### config.mk
export PLATFORM = sky130hd
export DESIGN_NAME = two_stack_expression_evaluator_flat
export DESIGN_NICKNAME = d
export VERILOG_FILES = /design/src/rtl/tsee_pkg.sv /design/src/rtl/tsee_tok_if.sv /design/src/rtl/tsee_res_if.sv /design/src/rtl/tsee_div.sv /design/src/rtl/tsee_ctrl.sv /design/src/rtl/tsee_dp.sv /design/src/rtl/two_stack_expression_evaluator.sv /design/src/flat_wrapper.sv
export SDC_FILE = /design/constraint.sdc
export NUM_CORES = 2
export LEC_CHECK = 0
export BUFFER_PORTS_ARGS = -buffer_cell sky130_fd_sc_hd__buf_4
export CORE_UTILIZATION = 28
export CTS_CLUSTER_SIZE = 14
export DETAILED_ROUTE_END_ITERATION = 8
export PLACE_DENSITY_LB_ADDON = 0.12
export SETUP_SLACK_MARGIN = 0.02
export SLEW_MARGIN = 0
export SYNTH_ARGS = -nofsm -noshare
export SYNTH_HDL_FRONTEND = slang
export SYNTH_SLANG_ARGS = --single-unit
### constraint.sdc
create_clock -name clk -period 15.9 [get_ports clk]
set_input_delay 3.18 -clock clk [delete_from_list [all_inputs] [get_ports clk]]
set_output_delay 3.18 -clock clk [all_outputs]
set_load 0.01 [all_outputs]
### src/rtl/tsee_pkg.sv
`default_nettype none
// ----------------------------------------------------------------------------
// tsee_pkg
// Shared constants, codes and control types for the two-stack evaluator.
// ----------------------------------------------------------------------------
package tsee_pkg;

    localparam int STACK_DEPTH = 16;
    localparam int VALUE_WIDTH = 32;
    localparam int FRAC_BITS   = 16;
    localparam int PTR_W       = $clog2(STACK_DEPTH);
    localparam int CNT_W       = $clog2(STACK_DEPTH + 1);
    localparam int DIV_W       = VALUE_WIDTH + FRAC_BITS;
    localparam int DIV_CNT_W   = $clog2(DIV_W + 1);

    typedef enum logic [2:0] {
        KIND_OPEN  = 3'd0,
        KIND_CLOSE = 3'd1,
        KIND_OPER  = 3'd2,
        KIND_NEG   = 3'd3,
        KIND_NUM   = 3'd4
    } kind_t;

    typedef enum logic [1:0] {
        OP_ADD = 2'd0,
        OP_SUB = 2'd1,
        OP_MUL = 2'd2,
        OP_DIV = 2'd3
    } op_t;

    typedef enum logic [2:0] {
        ST_OK    = 3'd0,
        ST_DIV0  = 3'd1,
        ST_UNDER = 3'd2,
        ST_OVER  = 3'd3,
        ST_SAT   = 3'd4
    } status_t;

    typedef enum logic [2:0] {
        S_IDLE,
        S_EXEC,
        S_CALC,
        S_MULW,
        S_DIVW,
        S_FIN,
        S_EMIT
    } state_t;

    typedef enum logic [1:0] {
        RES_ADDSUB,
        RES_MUL,
        RES_DIV,
        RES_ZERO
    } res_sel_t;

    // Commands from the controller to the datapath.
    typedef struct packed {
        logic     tok_load;
        logic     depth_inc;
        logic     op_push;
        logic     num_push;
        logic     neg_write;
        logic     opnd_load;
        logic     mul_load;
        logic     div_start;
        logic     pop_write;
        res_sel_t res_sel;
        logic     err_set;
        status_t  err_code;
        logic     emit;
    } cmd_t;

    // Status from the datapath to the controller.
    typedef struct packed {
        logic [2:0] kind;
        logic       last;
        logic       v_empty;
        logic       v_lt2;
        logic       v_full;
        logic       o_empty;
        logic       o_full;
        logic       d_zero;
        logic       d_full;
        op_t        opr;
        logic       divisor_zero;
        logic       div_done;
        logic       out_free;
    } stat_t;

endpackage
`default_nettype wire

### src/rtl/tsee_tok_if.sv
`default_nettype none
// ----------------------------------------------------------------------------
// tsee_tok_if
// Token channel: one token of the expression per beat.
// ----------------------------------------------------------------------------
interface tsee_tok_if;
    logic               valid;
    logic               ready;
    logic [2:0]         token_kind;
    logic [1:0]         op;
    logic signed [31:0] number_value;
    logic               last_token;

    modport source (output valid, output token_kind, output op, output number_value,
                    output last_token, input ready);
    modport sink   (input valid, input token_kind, input op, input number_value,
                    input last_token, output ready);
endinterface
`default_nettype wire

### src/rtl/tsee_res_if.sv
`default_nettype none
// ----------------------------------------------------------------------------
// tsee_res_if
// Result channel: one evaluated expression value and its status per beat.
// ----------------------------------------------------------------------------
interface tsee_res_if;
    logic               valid;
    logic               ready;
    logic signed [31:0] result_value;
    logic [2:0]         status;

    modport source (output valid, output result_value, output status, input ready);
    modport sink   (input valid, input result_value, input status, output ready);
endinterface
`default_nettype wire

### src/rtl/tsee_div.sv
`default_nettype none
// ----------------------------------------------------------------------------
// tsee_div
// Restoring unsigned divider, one quotient bit per clock.
// ----------------------------------------------------------------------------
module tsee_div
    import tsee_pkg::*;
(
    input  wire logic                   clk,
    input  wire logic                   rst_n,
    input  wire logic                   start,
    input  wire logic [DIV_W-1:0]       dividend,
    input  wire logic [VALUE_WIDTH-1:0] divisor,
    output logic      [DIV_W-1:0]       quotient,
    output logic                        done
);

    logic [DIV_W-1:0]       n_reg, n_next;
    logic [VALUE_WIDTH-1:0] rem_reg, rem_next;
    logic [VALUE_WIDTH-1:0] d_reg, d_next;
    logic [DIV_CNT_W-1:0]   cnt_reg, cnt_next;
    logic                   busy_reg, busy_next;
    logic                   done_reg, done_next;
    logic [VALUE_WIDTH:0]   rem_sh;
    logic [VALUE_WIDTH:0]   rem_sub;
    logic                   ge;

    always_comb
    begin
        rem_sh    = {rem_reg, n_reg[DIV_W-1]};
        rem_sub   = rem_sh - {1'b0, d_reg};
        ge        = (rem_sh >= {1'b0, d_reg});
        n_next    = n_reg;
        rem_next  = rem_reg;
        d_next    = d_reg;
        cnt_next  = cnt_reg;
        busy_next = busy_reg;
        done_next = done_reg;
        if (start)
        begin
            n_next    = dividend;
            rem_next  = '0;
            d_next    = divisor;
            cnt_next  = DIV_CNT_W'(DIV_W);
            busy_next = 1'b1;
            done_next = 1'b0;
        end
        else if (busy_reg)
        begin
            // The remainder stays below the divisor, so it fits the value width.
            rem_next = ge ? rem_sub[VALUE_WIDTH-1:0] : rem_sh[VALUE_WIDTH-1:0];
            n_next   = {n_reg[DIV_W-2:0], ge};
            cnt_next = cnt_reg - 1'b1;
            if (cnt_reg == DIV_CNT_W'(1))
            begin
                busy_next = 1'b0;
                done_next = 1'b1;
            end
        end
    end

    always_ff @(posedge clk or negedge rst_n)
    begin
        if (!rst_n)
        begin
            busy_reg <= 1'b0;
            done_reg <= 1'b0;
            cnt_reg  <= '0;
        end
        else
        begin
            busy_reg <= busy_next;
            done_reg <= done_next;
            cnt_reg  <= cnt_next;
        end
    end

    always_ff @(posedge clk)
    begin
        n_reg   <= n_next;
        rem_reg <= rem_next;
        d_reg   <= d_next;
    end

    assign quotient = n_reg;
    assign done     = done_reg;

endmodule
`default_nettype wire

### src/rtl/tsee_ctrl.sv
`default_nettype none
// ----------------------------------------------------------------------------
// tsee_ctrl
// Sequencer that walks each token through the evaluator datapath.
// ----------------------------------------------------------------------------
module tsee_ctrl
    import tsee_pkg::*;
(
    input  wire logic  clk,
    input  wire logic  rst_n,
    input  wire logic  in_valid,
    output logic       in_ready,
    input  wire stat_t stat,
    output cmd_t       cmd
);

    state_t state_reg, state_next;

    always_comb
    begin
        state_next = state_reg;
        unique case (state_reg)
            S_IDLE:
            begin
                if (in_valid)
                    state_next = S_EXEC;
            end
            S_EXEC:
            begin
                if (stat.kind == KIND_CLOSE && !(stat.v_lt2 || stat.o_empty || stat.d_zero))
                    state_next = S_CALC;
                else
                    state_next = S_FIN;
            end
            S_CALC:
            begin
                case (stat.opr)
                    OP_MUL:  state_next = S_MULW;
                    OP_DIV:  state_next = stat.divisor_zero ? S_FIN : S_DIVW;
                    default: state_next = S_FIN;
                endcase
            end
            S_MULW:
                state_next = S_FIN;
            S_DIVW:
            begin
                if (stat.div_done)
                    state_next = S_FIN;
            end
            S_FIN:
                state_next = stat.last ? S_EMIT : S_IDLE;
            S_EMIT:
            begin
                if (stat.out_free)
                    state_next = S_IDLE;
            end
            default:
                state_next = S_IDLE;
        endcase
    end

    always_comb
    begin
        cmd      = '0;
        in_ready = 1'b0;
        unique case (state_reg)
            S_IDLE:
            begin
                in_ready     = 1'b1;
                cmd.tok_load = in_valid;
            end
            S_EXEC:
            begin
                case (stat.kind)
                    KIND_OPEN:
                    begin
                        if (stat.d_full)
                        begin
                            cmd.err_set  = 1'b1;
                            cmd.err_code = ST_OVER;
                        end
                        else
                            cmd.depth_inc = 1'b1;
                    end
                    KIND_CLOSE:
                    begin
                        if (stat.v_lt2 || stat.o_empty || stat.d_zero)
                        begin
                            cmd.err_set  = 1'b1;
                            cmd.err_code = ST_UNDER;
                        end
                        else
                            cmd.opnd_load = 1'b1;
                    end
                    KIND_OPER:
                    begin
                        if (stat.o_full)
                        begin
                            cmd.err_set  = 1'b1;
                            cmd.err_code = ST_OVER;
                        end
                        else
                            cmd.op_push = 1'b1;
                    end
                    KIND_NEG:
                    begin
                        if (stat.v_empty)
                        begin
                            cmd.err_set  = 1'b1;
                            cmd.err_code = ST_UNDER;
                        end
                        else
                            cmd.neg_write = 1'b1;
                    end
                    KIND_NUM:
                    begin
                        if (stat.v_full)
                        begin
                            cmd.err_set  = 1'b1;
                            cmd.err_code = ST_OVER;
                        end
                        else
                            cmd.num_push = 1'b1;
                    end
                    default:
                    begin
                    end
                endcase
            end
            S_CALC:
            begin
                case (stat.opr)
                    OP_MUL:
                        cmd.mul_load = 1'b1;
                    OP_DIV:
                    begin
                        if (stat.divisor_zero)
                        begin
                            cmd.err_set   = 1'b1;
                            cmd.err_code  = ST_DIV0;
                            cmd.pop_write = 1'b1;
                            cmd.res_sel   = RES_ZERO;
                        end
                        else
                            cmd.div_start = 1'b1;
                    end
                    default:
                    begin
                        cmd.pop_write = 1'b1;
                        cmd.res_sel   = RES_ADDSUB;
                    end
                endcase
            end
            S_MULW:
            begin
                cmd.pop_write = 1'b1;
                cmd.res_sel   = RES_MUL;
            end
            S_DIVW:
            begin
                cmd.pop_write = stat.div_done;
                cmd.res_sel   = RES_DIV;
            end
            S_FIN:
            begin
            end
            S_EMIT:
                cmd.emit = stat.out_free;
            default:
            begin
            end
        endcase
    end

    always_ff @(posedge clk or negedge rst_n)
    begin
        if (!rst_n)
            state_reg <= S_IDLE;
        else
            state_reg <= state_next;
    end

endmodule
`default_nettype wire

### src/rtl/tsee_dp.sv
`default_nettype none
// ----------------------------------------------------------------------------
// tsee_dp
// Evaluator datapath: value and operator stacks, arithmetic, result register.
// ----------------------------------------------------------------------------
module tsee_dp
    import tsee_pkg::*;
(
    input  wire logic clk,
    input  wire logic rst_n,
    tsee_tok_if.sink  tok,
    tsee_res_if.source res,
    input  wire cmd_t cmd,
    output stat_t     stat
);

    localparam logic signed [VALUE_WIDTH-1:0] VMAX = {1'b0, {(VALUE_WIDTH-1){1'b1}}};
    localparam logic signed [VALUE_WIDTH-1:0] VMIN = {1'b1, {(VALUE_WIDTH-1){1'b0}}};

    // Saturate a sum that carries one guard bit.
    function automatic logic [VALUE_WIDTH:0] sat_sum(input logic [VALUE_WIDTH:0] s);
        logic [VALUE_WIDTH:0] r;
        if (s[VALUE_WIDTH] != s[VALUE_WIDTH-1])
            r = {1'b1, (s[VALUE_WIDTH] ? VMIN : VMAX)};
        else
            r = {1'b0, s[VALUE_WIDTH-1:0]};
        return r;
    endfunction

    // Apply a sign to a wide magnitude and saturate; the top bit is the flag.
    function automatic logic [VALUE_WIDTH:0] sat_mag(input logic neg,
                                                     input logic [DIV_W-1:0] m);
        logic [VALUE_WIDTH:0] r;
        if (!neg)
        begin
            if (|m[DIV_W-1:VALUE_WIDTH-1])
                r = {1'b1, VMAX};
            else
                r = {1'b0, m[VALUE_WIDTH-1:0]};
        end
        else
        begin
            if ((|m[DIV_W-1:VALUE_WIDTH]) || (m[VALUE_WIDTH-1] && (|m[VALUE_WIDTH-2:0])))
                r = {1'b1, VMIN};
            else
                r = {1'b0, -m[VALUE_WIDTH-1:0]};
        end
        return r;
    endfunction

    logic [2:0]              kind_reg;
    logic [1:0]              op_reg;
    logic [VALUE_WIDTH-1:0]  num_reg;
    logic                    last_reg;

    logic [CNT_W-1:0]        vcnt_reg, vcnt_next;
    logic [CNT_W-1:0]        ocnt_reg, ocnt_next;
    logic [CNT_W-1:0]        depth_reg, depth_next;
    status_t                 err_reg, err_next;

    logic [VALUE_WIDTH-1:0]  vmem [STACK_DEPTH];
    logic [1:0]              omem [STACK_DEPTH];
    logic [VALUE_WIDTH-1:0]  rd_a_reg, rd_b_reg;
    logic [1:0]              rd_op_reg;

    logic [VALUE_WIDTH-1:0]  a_reg, b_reg, ma_reg, mb_reg;
    logic                    neg_reg;
    op_t                     opr_reg;
    logic [2*VALUE_WIDTH-1:0] prod_reg;

    logic                    res_valid_reg, res_valid_next;
    logic [VALUE_WIDTH-1:0]  res_value_reg;
    status_t                 res_status_reg;

    logic [PTR_W-1:0]        top_ptr, below_ptr, push_ptr, opush_ptr, otop_ptr;
    logic                    vmem_we;
    logic [PTR_W-1:0]        vmem_wa;
    logic [VALUE_WIDTH-1:0]  vmem_wd;
    logic                    wr_sat;
    logic [VALUE_WIDTH:0]    addsub_r, mul_r, div_r, neg_r;
    logic [VALUE_WIDTH:0]    a_ext, b_ext;
    logic [DIV_W-1:0]        quotient;
    logic                    div_done;
    status_t                 emit_status;
    logic [VALUE_WIDTH-1:0]  emit_value;

    assign top_ptr   = PTR_W'(vcnt_reg - 1'b1);
    assign below_ptr = PTR_W'(vcnt_reg - 2'd2);
    assign push_ptr  = vcnt_reg[PTR_W-1:0];
    assign opush_ptr = ocnt_reg[PTR_W-1:0];
    assign otop_ptr  = PTR_W'(ocnt_reg - 1'b1);

    tsee_div u_div (
        .clk      (clk),
        .rst_n    (rst_n),
        .start    (cmd.div_start),
        .dividend ({ma_reg, {FRAC_BITS{1'b0}}}),
        .divisor  (mb_reg),
        .quotient (quotient),
        .done     (div_done)
    );

    always_comb
    begin
        a_ext    = {a_reg[VALUE_WIDTH-1], a_reg};
        b_ext    = {b_reg[VALUE_WIDTH-1], b_reg};
        addsub_r = sat_sum((opr_reg == OP_SUB) ? (a_ext - b_ext) : (a_ext + b_ext));
        mul_r    = sat_mag(neg_reg, prod_reg[FRAC_BITS +: DIV_W]);
        div_r    = sat_mag(neg_reg, quotient);
        neg_r    = sat_sum(-{rd_b_reg[VALUE_WIDTH-1], rd_b_reg});
    end

    // Value stack write port: a push, a negated top, or the result of a close.
    always_comb
    begin
        vmem_we = 1'b0;
        vmem_wa = push_ptr;
        vmem_wd = num_reg;
        wr_sat  = 1'b0;
        if (cmd.num_push)
            vmem_we = 1'b1;
        else if (cmd.neg_write)
        begin
            vmem_we = 1'b1;
            vmem_wa = top_ptr;
            vmem_wd = neg_r[VALUE_WIDTH-1:0];
            wr_sat  = neg_r[VALUE_WIDTH];
        end
        else if (cmd.pop_write)
        begin
            vmem_we = 1'b1;
            vmem_wa = below_ptr;
            case (cmd.res_sel)
                RES_ADDSUB:
                begin
                    vmem_wd = addsub_r[VALUE_WIDTH-1:0];
                    wr_sat  = addsub_r[VALUE_WIDTH];
                end
                RES_MUL:
                begin
                    vmem_wd = mul_r[VALUE_WIDTH-1:0];
                    wr_sat  = mul_r[VALUE_WIDTH];
                end
                RES_DIV:
                begin
                    vmem_wd = div_r[VALUE_WIDTH-1:0];
                    wr_sat  = div_r[VALUE_WIDTH];
                end
                default:
                    vmem_wd = '0;
            endcase
        end
    end

    always_ff @(posedge clk)
    begin
        if (vmem_we)
            vmem[vmem_wa] <= vmem_wd;
        if (cmd.op_push)
            omem[opush_ptr] <= op_reg;
        rd_a_reg  <= vmem[below_ptr];
        rd_b_reg  <= vmem[top_ptr];
        rd_op_reg <= omem[otop_ptr];
    end

    always_comb
    begin
        if (vcnt_reg == '0)
        begin
            emit_value  = '0;
            emit_status = (err_reg == ST_OK) ? ST_UNDER : err_reg;
        end
        else
        begin
            emit_value  = rd_b_reg;
            emit_status = err_reg;
        end
    end

    always_comb
    begin
        vcnt_next  = vcnt_reg;
        ocnt_next  = ocnt_reg;
        depth_next = depth_reg;
        err_next   = err_reg;
        if (cmd.emit)
        begin
            vcnt_next  = '0;
            ocnt_next  = '0;
            depth_next = '0;
            err_next   = ST_OK;
        end
        else
        begin
            if (cmd.num_push)
                vcnt_next = vcnt_reg + 1'b1;
            if (cmd.op_push)
                ocnt_next = ocnt_reg + 1'b1;
            if (cmd.depth_inc)
                depth_next = depth_reg + 1'b1;
            if (cmd.pop_write)
            begin
                vcnt_next  = vcnt_reg - 1'b1;
                ocnt_next  = ocnt_reg - 1'b1;
                depth_next = depth_reg - 1'b1;
            end
            // Only the first error of an expression is kept.
            if (err_reg == ST_OK)
            begin
                if (cmd.err_set)
                    err_next = cmd.err_code;
                else if (wr_sat)
                    err_next = ST_SAT;
            end
        end
    end

    assign res_valid_next = cmd.emit | (res_valid_reg & ~res.ready);

    always_ff @(posedge clk or negedge rst_n)
    begin
        if (!rst_n)
        begin
            vcnt_reg      <= '0;
            ocnt_reg      <= '0;
            depth_reg     <= '0;
            err_reg       <= ST_OK;
            res_valid_reg <= 1'b0;
        end
        else
        begin
            vcnt_reg      <= vcnt_next;
            ocnt_reg      <= ocnt_next;
            depth_reg     <= depth_next;
            err_reg       <= err_next;
            res_valid_reg <= res_valid_next;
        end
    end

    always_ff @(posedge clk)
    begin
        if (cmd.tok_load)
        begin
            kind_reg <= tok.token_kind;
            op_reg   <= tok.op;
            num_reg  <= tok.number_value;
            last_reg <= tok.last_token;
        end
        if (cmd.opnd_load)
        begin
            a_reg   <= rd_a_reg;
            b_reg   <= rd_b_reg;
            ma_reg  <= rd_a_reg[VALUE_WIDTH-1] ? -rd_a_reg : rd_a_reg;
            mb_reg  <= rd_b_reg[VALUE_WIDTH-1] ? -rd_b_reg : rd_b_reg;
            neg_reg <= rd_a_reg[VALUE_WIDTH-1] ^ rd_b_reg[VALUE_WIDTH-1];
            opr_reg <= op_t'(rd_op_reg);
        end
        if (cmd.mul_load)
            prod_reg <= ma_reg * mb_reg;
        if (cmd.emit)
        begin
            res_value_reg  <= emit_value;
            res_status_reg <= emit_status;
        end
    end

    assign res.valid        = res_valid_reg;
    assign res.result_value = res_value_reg;
    assign res.status       = res_status_reg;

    always_comb
    begin
        stat              = '0;
        stat.kind         = kind_reg;
        stat.last         = last_reg;
        stat.v_empty      = (vcnt_reg == '0);
        stat.v_lt2        = (vcnt_reg < CNT_W'(2));
        stat.v_full       = (vcnt_reg >= CNT_W'(STACK_DEPTH));
        stat.o_empty      = (ocnt_reg == '0);
        stat.o_full       = (ocnt_reg >= CNT_W'(STACK_DEPTH));
        stat.d_zero       = (depth_reg == '0);
        stat.d_full       = (depth_reg >= CNT_W'(STACK_DEPTH));
        stat.opr          = opr_reg;
        stat.divisor_zero = (mb_reg == '0);
        stat.div_done     = div_done;
        stat.out_free     = ~res_valid_reg | res.ready;
    end

endmodule
`default_nettype wire

### src/rtl/two_stack_expression_evaluator.sv
`default_nettype none
// ----------------------------------------------------------------------------
// two_stack_expression_evaluator
// Evaluates fully parenthesized Q16.16 expressions fed one token per beat.
// ----------------------------------------------------------------------------
// Tokens are handled one at a time. A close applies the top operator to the
// two top values; multiply goes through a product register, and divide
// through the bit-serial divider that produces one of 48 quotient bits per
// cycle. A token marked last then waits until the output register is free
// and emits the top value with the sticky status, or zero with an underflow
// status when the value stack is empty; the result sits in an output
// register, so the next expression can start while it waits to be taken.
// Overflowing results saturate, and the first error of an expression is kept
// as its status.
module two_stack_expression_evaluator
    import tsee_pkg::*;
(
    input  wire logic  clk,
    input  wire logic  rst_n,
    tsee_tok_if.sink   tok,
    tsee_res_if.source res
);

    cmd_t  cmd;
    stat_t stat;

    tsee_ctrl u_ctrl (
        .clk      (clk),
        .rst_n    (rst_n),
        .in_valid (tok.valid),
        .in_ready (tok.ready),
        .stat     (stat),
        .cmd      (cmd)
    );

    tsee_dp u_dp (
        .clk   (clk),
        .rst_n (rst_n),
        .tok   (tok),
        .res   (res),
        .cmd   (cmd),
        .stat  (stat)
    );

endmodule
`default_nettype wire
### src/flat_wrapper.sv
// flat-port wrapper written by rule: the top's interface ports become plain ports
module two_stack_expression_evaluator_flat import tsee_pkg::*;
  (clk, rst_n, tok_valid, tok_token_kind, tok_op, tok_number_value, tok_last_token, tok_ready, res_valid, res_result_value, res_status, res_ready);
  tsee_tok_if tok_i ();
  tsee_res_if res_i ();
  input  wire logic clk;
  input  wire logic rst_n;
  input wire logic [$bits(tok_i.valid)-1:0] tok_valid;
  input wire logic [$bits(tok_i.token_kind)-1:0] tok_token_kind;
  input wire logic [$bits(tok_i.op)-1:0] tok_op;
  input wire logic [$bits(tok_i.number_value)-1:0] tok_number_value;
  input wire logic [$bits(tok_i.last_token)-1:0] tok_last_token;
  output wire logic [$bits(tok_i.ready)-1:0] tok_ready;
  output wire logic [$bits(res_i.valid)-1:0] res_valid;
  output wire logic [$bits(res_i.result_value)-1:0] res_result_value;
  output wire logic [$bits(res_i.status)-1:0] res_status;
  input wire logic [$bits(res_i.ready)-1:0] res_ready;
  assign tok_i.valid = tok_valid;
  assign tok_i.token_kind = tok_token_kind;
  assign tok_i.op = tok_op;
  assign tok_i.number_value = tok_number_value;
  assign tok_i.last_token = tok_last_token;
  assign tok_ready = tok_i.ready;
  assign res_valid = res_i.valid;
  assign res_result_value = res_i.result_value;
  assign res_status = res_i.status;
  assign res_i.ready = res_ready;
  two_stack_expression_evaluator u_core (.clk(clk), .rst_n(rst_n), .tok(tok_i), .res(res_i));
endmodule
==> out/metrics.csv <==
metric,value,unit
status,"finished, final reports clean",
die_area,295000,um^2
hold_depth,0,
whs,420,ps
p_int,9.70,mW
io_pins,79,
cts_buffer_depth,3,
yosys.cell_count.top_type,inv_1,
synthFlopType,edfxtp_1,
core_area,291000,um^2
cpMostUsedCell,fa_1,
max_freq,109,MHz
met1_length,131000,um
drcViolationCount,0,
pwr-share-seq,24.5,%
post_cts_buffers,0,
wl_met2,132000,um
grt_pass1_wl,416000,um
fin_crit_sh,57.7,%
place_congestion,0.880,
start_util,28.2,%
root_buffer,clkbuf_16,
hold_buffers,0,
power.leakage,35.8,nW
viasPerCell,4.95,
critPathCaptureType,register,
clkPwrFrac,15.6,%
track_usage,19.4,%
detail_route.iter0.violations,4106,
cts.sinks,1002,
numCtsBuffers,114,
synthArstFlopShare,2.99,%
start_kind,register,
vias,54600,
finalSetupViolations,0,
yosysSeqAreaShare,35.2,%
io_buffers,78,
cts_max_level,3,
p_comb_share,59.9,%
antenna_found_initial,25,
finalPower,17.8,mW
grt_max_degree,131,
synth-seq-cells,1002,
crit_cells,25,
die_h,543,um
ys.warnings.count,0,
dr_wl_met3,14100,um
rsz0062_at_grt,false,
rows,198,
min_period,9170,ps
hold_viol_final,0,
finalMaxSlewViolations,0,
fin_cells,11000,
yosysTopAreaCell,edfxtp_1,
cts.reportedPaths.clkPinSlew,60,ps
clk_latency,780,ps
netlist_area,81900,um^2
ant_nets,0,
required,16370,ps
synth_commonest_cells,"inv_1, fa_1, edfxtp_1, nand2_1, and2_1",
cp_max_fo,19,
crit_slowest_cell,edfxtp_1,
postSynthCellCount,7086,
synth_edf_count,858,
largest_reg_flops,512,
synthToLayoutAreaGrowth,11.2,%
tns,0,ps
finalWirelength,284000,um
tightest_slew,1270,ps
wire_per_inst,25.8,um
cpLargestDelayFamily,adder cells,
skew,56.5,ps
cts_tree,yes,
power_switching,8.13,mW
peakVddDrop,0.348,mV
grt_pass1_vias,57900,
netlist.area_leader.share,31.5,%
criticalPathCategory,register to register,
synthTopCellsByArea,"edfxtp_1, fa_1, mux4_2",
drt-pass1-iter-count,5,
cp_data_arrival_time,9650,ps
synth_cell_types,101,
reg2reg_depth,25,
slowest_delay,760,ps
cp_num_buf_inv,5,
switching_share,45.6,%
die_w,543,um
hp-class,register to register,
powerDensity,196,nW/um^2
routed.top_layer,met5,
slew_headroom,14.9,%
dp_hpwl,192000,um
gr-total-overflow,0,
nNetsFinal,8305,
synth_area_per_cell,11.6,um^2
dp.cells,10800,
syn_nets,8371,
cap_violations,0,
cts_resized,0,
drive_gt1_share,11.8,%
[metrics by stage]
stage / setup WS, ps / area (um^2) / util (%)
floorplan: 8160 / 81900 / -
global placement: 6810 / 87200 / 30.0
detailed placement: 6820 / 87200 / 30.0
CTS: 6750 / 91100 / 31.3
global route: 6410 / 91100 / 31.3
finish: 6730 / 91100 / 31.3
[metal layers]
metal  up-vias  global-route usage, %
met5         -                      0
met4         2                   4.38
met3       267                   2.32
met2      1479                   31.6
met1     29000                   27.5
li1      23900                      -
[power groups by stage]
stage | Clock [mW] | Combinational (mW) | Sequential (mW)
final | 2.78 | 10.7 | 4.37
after global routing | 2.94 | 11.8 | 4.40
after CTS | 2.86 | 10.8 | 4.37
after detailed placement | 0 | 10.6 | 4.42
after global placement | 0 | 10.8 | 4.42
after floorplan | 0 | 7.22 | 4.05
[cell families after synthesis]
| family | after synthesis | synth area share [%] |
|---|---|---|
| simple gates | 2019 | 12.6 |
| buf+inv | 1355 | 6.26 |
| fa+ha+maj | 1247 | 27.3 |
| flops | 1002 | 35.2 |
| compound gates | 846 | 6.48 |
| mux | 363 | 9.48 |
| xor+xnor | 254 | 2.73 |
[cells in the final DEF, fill, tap and decap left out, types with 206 or more instances in the layout]
master / synthesis / routed
inv_1: 946 / 946
fa_1: 898 / 898
edfxtp_1: 858 / 858
nand2_1: 682 / 682
and2_1: 632 / 627
ha_1: 345 / 343
mux4_2: 330 / 330
nor2_1: 272 / 260
a21oi_1: 255 / 255
buf_4: 0 / 220
o21ai_0: 206 / 206
[cell type report]
cell class | instances | area, um^2
inverters | 949 | 3560
diodes | 9 | 22.5
repair buffers | 224 | 1730
flip-flops and latches | 1002 | 28800
multi-input cells | 4729 | 48200
well taps | 3900 | 4880
clock inverters | 69 | 796
fillers | 29500 | 200000
clock buffers | 149 | 3110
[final timing paths]
check | from | to | slack [ps]
worst max-delay path | u_core.u_dp.ma_reg[9] | u_core.u_dp.prod_reg[58] | 6730
worst max register to register | u_core.u_dp.ma_reg[9] | u_core.u_dp.prod_reg[58] | 6730
worst min-delay path | u_core.u_dp.rd_op_reg[0] | u_core.u_dp.opr_reg[0] | 420
min in group asynchronous | rst_n | u_core.u_dp.ocnt_reg[2] | 2380
worst min register to register | u_core.u_dp.rd_op_reg[0] | u_core.u_dp.opr_reg[0] | 420
max in group asynchronous | rst_n | u_core.u_dp.u_div.busy_reg | 13090
Note: power is estimated with default switching activity, not from simulation.
